[config.mk]
export PLATFORM = sky130hd
export DESIGN_NAME = sync_frame_parser_with_checksum
export DESIGN_NICKNAME = d
export VERILOG_FILES = /design/src/hw/rtl/sfp_pkg.sv /design/src/hw/rtl/sync_frame_parser_with_checksum.sv
export SDC_FILE = /design/constraint.sdc
export NUM_CORES = 1
export LEC_CHECK = 0
export BUFFER_PORTS_ARGS = -buffer_cell sky130_fd_sc_hd__buf_2
export CORE_MARGIN = 2
export CORE_UTILIZATION = 35
export DETAILED_ROUTE_END_ITERATION = 12
export PLACE_DENSITY = 0.56
export SLEW_MARGIN = 40
export SYNTH_ARGS = -nofsm -noshare
export SYNTH_HDL_FRONTEND = slang
export SYNTH_SLANG_ARGS = --single-unit
[constraint.sdc]
create_clock -name clk_i -period 5.9 [get_ports clk_i]
set_input_delay 0.885 -clock clk_i [delete_from_list [all_inputs] [get_ports clk_i]]
set_output_delay 0.885 -clock clk_i [all_outputs]
set_load 0.1 [all_outputs]
[src/hw/rtl/sfp_pkg.sv]
// Package with the constants, codes and types of the sync frame parser.
`timescale 1ns / 1ps
`default_nettype none

package sfp_pkg;

  localparam int MaxPayload = 8;
  localparam int LenW = $clog2(MaxPayload + 1);

  localparam logic [7:0] SyncFirst = 8'hAA;
  localparam logic [7:0] SyncSecond = 8'h55;
  localparam logic [7:0] CmdControl = 8'h01;
  localparam logic [8:0] MaxPayloadW = 9'(MaxPayload);
  localparam logic [LenW-1:0] ControlLen = LenW'(2);

  typedef enum logic [5:0] {
    PhHunt  = 6'b000001,
    PhSync2 = 6'b000010,
    PhCmd   = 6'b000100,
    PhLen   = 6'b001000,
    PhData  = 6'b010000,
    PhCsum  = 6'b100000
  } phase_e;

  typedef enum logic [2:0] {
    StControl = 3'd0,
    StBadLen  = 3'd1,
    StUnknown = 3'd2,
    StCsErr   = 3'd3,
    StTooLong = 3'd4
  } status_e;

  typedef struct packed {
    status_e    status;
    logic [7:0] command;
    logic [7:0] length;
    logic [7:0] node;
    logic [7:0] ctrl;
  } result_t;

endpackage

`default_nettype wire

[src/hw/rtl/sync_frame_parser_with_checksum.sv]
// Top level of the sync header frame parser with additive checksum.
// A result is registered when its checksum byte or an oversized length byte is accepted.
// Throughput: one byte per cycle while ready is high; a two-entry output register and skid stage decouple stalls.
// Input ready drops only while the skid stage is occupied.
// Reset is asynchronous and active low; the parser returns to hunting for the first sync byte.
// The payload bytes and result data registers are not reset.
`timescale 1ns / 1ps
`default_nettype none

module sync_frame_parser_with_checksum (
  input  wire logic       clk_i,
  input  wire logic       rst_ni,
  input  wire logic       rx_valid_i,
  output logic            rx_ready_o,
  input  wire logic [7:0] rx_byte_i,
  output logic            res_valid_o,
  input  wire logic       res_ready_i,
  output logic [2:0]      frame_status_o,
  output logic [7:0]      command_code_o,
  output logic [7:0]      payload_length_o,
  output logic [7:0]      target_node_o,
  output logic [7:0]      control_value_o
);

  sfp_pkg::phase_e phase_q, phase_d;
  logic [7:0] cmd_q, cmd_d;
  logic [sfp_pkg::LenW-1:0] len_q, len_d;
  logic [sfp_pkg::LenW-1:0] pos_q, pos_d;
  logic [7:0] sum_q, sum_d;
  logic [7:0] node_q, ctrl_q;
  logic       node_we, ctrl_we;
  logic [sfp_pkg::LenW:0] pos_inc;

  logic              res_vld;
  sfp_pkg::result_t  res;
  logic              in_fire, pop;

  logic              out_valid_q, skid_valid_q;
  sfp_pkg::result_t  out_q, skid_q;

  assign rx_ready_o = !skid_valid_q;
  assign in_fire = rx_valid_i && rx_ready_o;
  assign pos_inc = {1'b0, pos_q} + (sfp_pkg::LenW + 1)'(1);

  always_comb begin
    phase_d = phase_q;
    cmd_d = cmd_q;
    len_d = len_q;
    pos_d = pos_q;
    sum_d = sum_q;
    node_we = 1'b0;
    ctrl_we = 1'b0;
    res_vld = 1'b0;
    res.status = sfp_pkg::StUnknown;
    res.command = cmd_q;
    res.length = 8'(len_q);
    res.node = 8'h00;
    res.ctrl = 8'h00;
    case (phase_q)
      sfp_pkg::PhHunt: begin
        if (rx_byte_i == sfp_pkg::SyncFirst) begin
          phase_d = sfp_pkg::PhSync2;
        end
      end
      sfp_pkg::PhSync2: begin
        if (rx_byte_i == sfp_pkg::SyncSecond) begin
          phase_d = sfp_pkg::PhCmd;
        end else begin
          phase_d = sfp_pkg::PhHunt;
          cmd_d = 8'h00;
          len_d = '0;
          pos_d = '0;
          sum_d = 8'h00;
        end
      end
      sfp_pkg::PhCmd: begin
        cmd_d = rx_byte_i;
        sum_d = rx_byte_i;
        phase_d = sfp_pkg::PhLen;
      end
      sfp_pkg::PhLen: begin
        if ({1'b0, rx_byte_i} > sfp_pkg::MaxPayloadW) begin
          res_vld = 1'b1;
          res.status = sfp_pkg::StTooLong;
          res.length = rx_byte_i;
          phase_d = sfp_pkg::PhHunt;
          cmd_d = 8'h00;
          len_d = '0;
          pos_d = '0;
          sum_d = 8'h00;
        end else begin
          len_d = rx_byte_i[sfp_pkg::LenW-1:0];
          sum_d = sum_q + rx_byte_i;
          pos_d = '0;
          phase_d = (rx_byte_i == 8'h00) ? sfp_pkg::PhCsum : sfp_pkg::PhData;
        end
      end
      sfp_pkg::PhData: begin
        node_we = (pos_q == sfp_pkg::LenW'(0));
        ctrl_we = (pos_q == sfp_pkg::LenW'(1));
        pos_d = pos_inc[sfp_pkg::LenW-1:0];
        sum_d = sum_q + rx_byte_i;
        if (pos_inc >= {1'b0, len_q}) begin
          phase_d = sfp_pkg::PhCsum;
        end
      end
      sfp_pkg::PhCsum: begin
        res_vld = 1'b1;
        if (sum_q != rx_byte_i) begin
          res.status = sfp_pkg::StCsErr;
        end else if (cmd_q == sfp_pkg::CmdControl) begin
          if (len_q == sfp_pkg::ControlLen) begin
            res.status = sfp_pkg::StControl;
            res.node = node_q;
            res.ctrl = ctrl_q;
          end else begin
            res.status = sfp_pkg::StBadLen;
          end
        end else begin
          res.status = sfp_pkg::StUnknown;
        end
        phase_d = sfp_pkg::PhHunt;
        cmd_d = 8'h00;
        len_d = '0;
        pos_d = '0;
        sum_d = 8'h00;
      end
      default: begin
        phase_d = sfp_pkg::PhHunt;
        cmd_d = 8'h00;
        len_d = '0;
        pos_d = '0;
        sum_d = 8'h00;
      end
    endcase
  end

  always_ff @(posedge clk_i or negedge rst_ni) begin
    if (!rst_ni) begin
      phase_q <= sfp_pkg::PhHunt;
      cmd_q <= 8'h00;
      len_q <= '0;
      pos_q <= '0;
      sum_q <= 8'h00;
    end else if (in_fire) begin
      phase_q <= phase_d;
      cmd_q <= cmd_d;
      len_q <= len_d;
      pos_q <= pos_d;
      sum_q <= sum_d;
    end
  end

  always_ff @(posedge clk_i) begin
    if (in_fire && node_we) begin
      node_q <= rx_byte_i;
    end
    if (in_fire && ctrl_we) begin
      ctrl_q <= rx_byte_i;
    end
  end

  assign pop = out_valid_q && res_ready_i;

  always_ff @(posedge clk_i or negedge rst_ni) begin
    if (!rst_ni) begin
      out_valid_q <= 1'b0;
      skid_valid_q <= 1'b0;
    end else if (!out_valid_q || pop) begin
      if (skid_valid_q) begin
        out_valid_q <= 1'b1;
        skid_valid_q <= 1'b0;
      end else begin
        out_valid_q <= in_fire && res_vld;
      end
    end else if (in_fire && res_vld) begin
      skid_valid_q <= 1'b1;
    end
  end

  always_ff @(posedge clk_i) begin
    if (!out_valid_q || pop) begin
      out_q <= skid_valid_q ? skid_q : res;
    end else if (in_fire && res_vld) begin
      skid_q <= res;
    end
  end

  assign res_valid_o = out_valid_q;
  assign frame_status_o = out_q.status;
  assign command_code_o = out_q.command;
  assign payload_length_o = out_q.length;
  assign target_node_o = out_q.node;
  assign control_value_o = out_q.ctrl;

  a_skid_needs_out: assert property (@(posedge clk_i) disable iff (!rst_ni)
    skid_valid_q |-> out_valid_q)
    else $error("Skid stage holds a transaction while the output register is empty.");

  a_hunt_clear: assert property (@(posedge clk_i) disable iff (!rst_ni)
    (phase_q == sfp_pkg::PhHunt) |-> (sum_q == 8'h00 && pos_q == '0 && cmd_q == 8'h00))
    else $error("Frame state is not cleared while hunting.");

  a_control_frame: assert property (@(posedge clk_i) disable iff (!rst_ni)
    (res_valid_o && frame_status_o == sfp_pkg::StControl) |->
    (command_code_o == sfp_pkg::CmdControl && payload_length_o == 8'd2))
    else $error("Control request reported for a frame that is not a control frame.");

  a_zero_payload: assert property (@(posedge clk_i) disable iff (!rst_ni)
    (res_valid_o && frame_status_o != sfp_pkg::StControl) |->
    (target_node_o == 8'h00 && control_value_o == 8'h00))
    else $error("Payload bytes reported on a status other than a control request.");

endmodule

`default_nettype wire
# == After elaboration in Yosys (flattened, before gate mapping) ==
# Cells that the tools add are included.
# classes
reduce_logical,20
addsub,2
muxes,34
bitwise_logic,5
n_eq_ne,16
n_lt_le_gt_ge,2
# op_table
op,count
$mux W16,4
$mux W8,5
$pmux W8 S5,1
$mux W35,1
$pmux W8 S4,1
$pmux W6 S5,1
$mux W6,4
$pmux W4 S3,2
$mux W3,4
$reduce_and A3 Y1,4
$add A8 B8 Y8,1
$eq A8 B1 Y1 const B,1
$eq A8 B7 Y1 const B,1
$eq A8 B8 Y1 const B,1
$gt A8 B4 Y1 const B,1
$logic_not A8 Y1,1
$mux W4,2
$ne A2 B2 Y1 const B,4
$ne A8 B8 Y1,1
$mux W1,7
$eq A6 B1 Y1 const B,1
$eq A6 B2 Y1 const B,1
$eq A6 B3 Y1 const B,1
$eq A6 B4 Y1 const B,1
18 further kinds,28
# word_totals
out_inout_bits,37
word_cells,98
reg_bits,118

# == Logic depth before layout (Yosys ltp) ==
# logic_depth
depth_word,6
mapped_depth,9
depth_no_buf,8

# == Worst setup path before layout ==
# OpenSTA, ideal clock, no wires.
# synth_path
path_kind,register to register
start,register out_valid_q (netlist: res_valid_o)
end,"register skid_q[0] in the netlist's numbering, enable pin"
slack_ns,0.684
path_buffers,0
setup_ns,0.478
stages_incl_launch_ff,3
t_arrival_ns,4.738
path_cell_list,dfrtp_1 > nand2b_1 > nor3b_1
# synth_between
elab_chain_len,4
# synth_lines
item,line,rtl
start: declaration,sync_frame_parser_with_checksum.sv:38,"logic out_valid_q, skid_valid_q;"
start signal: assignment,sync_frame_parser_with_checksum.sv:174,out_valid_q <= in_fire && res_vld;
$logic_not A1 Y1 or $logic_and A1 B1 Y1 (tied branches),"sync_frame_parser_with_checksum.sv:182, sync_frame_parser_with_checksum.sv:163",
$logic_or A1 B1 Y1 *,sync_frame_parser_with_checksum.sv:182,if (!out_valid_q || pop) begin
$not A1 Y1 (no source line) *,n/a,
$reduce_and A2 Y1 (no source line) *,n/a,
end signal: assignment,sync_frame_parser_with_checksum.sv:185,skid_q <= res;
end: declaration,sync_frame_parser_with_checksum.sv:39,"sfp_pkg::result_t out_q, skid_q;"
# Mark *: on every way between the ends. The rest lies on a longest branch, timed or not.
# A chain may end at the register's enable or synchronous reset.

# == Worst setup path after layout ==
# layout_path
start,register skid_valid_q
end,output rx_ready_o
# layout_between
elab_chain_len,1
# layout_lines
item,line,rtl
start: declaration,sync_frame_parser_with_checksum.sv:38,
start signal: assignment,sync_frame_parser_with_checksum.sv:168,skid_valid_q <= 1'b0;
start signal: assignment,sync_frame_parser_with_checksum.sv:172,skid_valid_q <= 1'b0;
start signal: assignment,sync_frame_parser_with_checksum.sv:177,skid_valid_q <= 1'b1;
$logic_not A1 Y1,sync_frame_parser_with_checksum.sv:41,assign rx_ready_o = !skid_valid_q;
end: declaration,sync_frame_parser_with_checksum.sv:14,"output logic rx_ready_o,"
# Every way passes these cells.

==> flow_summary.yaml <==
sta:
  skew_ns: 0.00460
  setup_tns_ns: 0
  worst_slew_pin_slew_ns: 0.654
  period_share: 0.521
  fmax_mhz: 326
  relSlewSlack: 0.563
  hold_viol: 0
  setup_violations: 0
  min_period_ns: 3.07
  drv_slew: 0
  rsz0062_at_grt: "false"
placement:
  gp_congestion: 0.827
  place_hpwl_um: 7560
  io_buffers: 48
floorplanning:
  die_w_um: 127
  die_h_um: 127
  io_pins: 49
  core_area_um2: 15000
  dieArea_um2: 16200
  rows: 45
  initial_core_util: 0.353
routing:
  totalWireLength_um: 11500
  ant_nets: 0
  routed-via-count: 3317
  drc_errors: 0
  routedWlPerCell_um: 17.6
  drt_iter0_markers: 236
  drt-pass1-iter-count: 4
  avgViaCountPerCell: 5.09
flow_run:
  maxCapViolations: 0
clock_tree:
  hold_buffers: 0
  cts-root-buf: "clkbuf_16"
  clockBufferDepth: 2
  cts.clk_slew.worst_paths_ns: 0.06
  cts_resized: 0
  h-tree-depth: 4
  postCtsSetupRepairBufs: 0
  clk_latency_ns: 0.41
  cts.sinks: 118
  numCtsBuffers: 17
  cts_tree: "built"
cells_and_area:
  drive_above_1_share: 0.306
  final_nets: 478
  area_growth_syn_to_layout_pct: 19.9
  diodes: 0
  finalCoreUtilization: 0.423
synthesis:
  async_flop_share: 0.271
  yosysTopAreaCell: "edfxtp_1"
  syn_area_um2: 5310
  synth_fp_nets: 421
  synth-seq-cells: 118
  ys_warn_count: 0
  ys_types: 57
  yosysMostFrequentCell: "edfxtp_1"
  ys_top_cells_by_area: "edfxtp_1 49%, dfrtp_1 15%, mux2_2 7.9%"
  synthFlopType: "edfxtp_1"
  synthCells: 394
  synth_edf_count: 86
  postSynthAreaPerCell_um2: 13.5
  synth_top_area_frac: 0.487
  yosysSeqAreaShare: 0.638
  synthTopCellsByCount: "86 x edfxtp_1, 45 x nand2_1, 37 x mux2_2"
global_routing:
  grt_max_degree: 39
  antenna_found_initial: 0
  track_usage: 0.154
  grt_pass1_vias: 3324
  grt_pass1_wl_um: 18500
  grt_overflow: 0
critical_path:
  worstPathMaxFanout: 27
  required_ns: 5.02
  worstPathArrival_ns: 2.19
  end_kind: "output port"
  start_kind: "flop"
  crit_type: "reg -> out"
outcome:
  status: "finished, final reports clean"
power_and_ir_drop:
  vdd_drop_max_mv: 0.212
  p_per_area_nw_per_um2: 358
  leakagePower_nw: 2.64
min_path:
  hp-class: "in -> async"
## sequential cells by signal, summed over array words and instances, names as in the netlist, 4 cells and up
signal / cells
control_value_o: 8
pos_q: 4
skid_q: 35
sum_q: 8
ctrl_q: 8
len_q: 4
target_node_o: 8
node_q: 8
command_code_o: 8
cmd_q: 8
phase_q: 6
payload_length_o: 8
## worst max-delay path, stage by stage (launching register included)
cell and delay [ns]:
dfrtp_1 0.60, inv_2 0.60, buf_2 0.54
## report_power, final
part	total [mW]	switching, mW	internal (mW)	leakage [nW]
clock network	1.04	0.366	0.671	0.281
registers	0.946	0.0286	0.918	1.29
logic	0.295	0.169	0.126	1.07
## cell families (layout without fill, tap and decap cells)
family,Yosys count,after routing,synth area share
flops,118,118,0.638
mux,40,40,0.0842
fa+ha+maj,15,15,0.0368
xor+xnor,7,7,0.0116
simple gates,128,128,0.131
buf+inv,21,91,0.0189
compound gates,65,65,0.0799
## area by class of cell
class                      instances  area, um^2
fill                            1384        8670
sequential                       118        3380
multi-input combinational        255        1850
clock buffer                      19         443
timing repair buffer              51         265
tap                              188         235
clock inverter                    13         156
inverter                           8        30.0
## final timing paths
path / slack [ns] / depth (start not counted) / end / startpoint
worst max-delay path: 2.83 / 2 / rx_ready_o / skid_valid_q
worst min-delay path: 0.41 / 1 / cmd_q[7] / rst_ni
worst max register to register: 2.90 / 6 / len_q[2] / skid_valid_q
worst min register to register: 0.49 / 2 / len_q[1] / len_q[1]
max in group asynchronous: 5.14 / 1 / phase_q[0] / rst_ni
min in group clk_i: 0.49 / 2 / len_q[1] / len_q[1]
## per-stage QoR
| step | setup WS [ns] | hold slack, ns | instances | area, um^2 | power [mW] |
|---|---|---|---|---|---|
| after floorplan | 0.684 | 0.449 | 394 | 5310 | 1.19 |
| after global placement | 2.55 | 0.474 | 620 | 5750 | 1.25 |
| after detailed placement | 2.70 | 0.488 | 620 | 5760 | 1.26 |
| after CTS | 2.79 | 0.497 | 652 | 6360 | 2.30 |
| after global routing | 2.65 | 0.432 | 652 | 6360 | 2.39 |
| final | 2.83 | 0.413 | 652 | 6360 | 2.28 |
## cell usage in the layout (no fill, tap or decap), types with 9 or more instances in the layout
cell type | netlist | final
edfxtp_1 | 86 | 86
o21ai_0 | 20 | 20
nor2_1 | 16 | 16
clkbuf_16 | 0 | 17
a21oi_1 | 9 | 9
ha_1 | 14 | 14
nand2_1 | 45 | 45
dfrtp_1 | 31 | 31
mux2_2 | 37 | 37
buf_2 | 2 | 47
and3_1 | 17 | 17
## routing by layer
| layer | part of all wire | vias up | global-route usage | wire length [um] |
|---|---|---|---|---|
| li1 | - | 1599 | - | - |
| met1 | 0.47 | 1623 | 0.204 | 5400 |
| met2 | 0.47 | 81 | 0.241 | 5370 |
| met3 | 0.049 | 14 | 0.0436 | 563 |
| met4 | 0.015 | 0 | 0.0621 | 172 |
| met5 | 0 | - | 0 | 0 |
(Power assumes the default switching activity.)
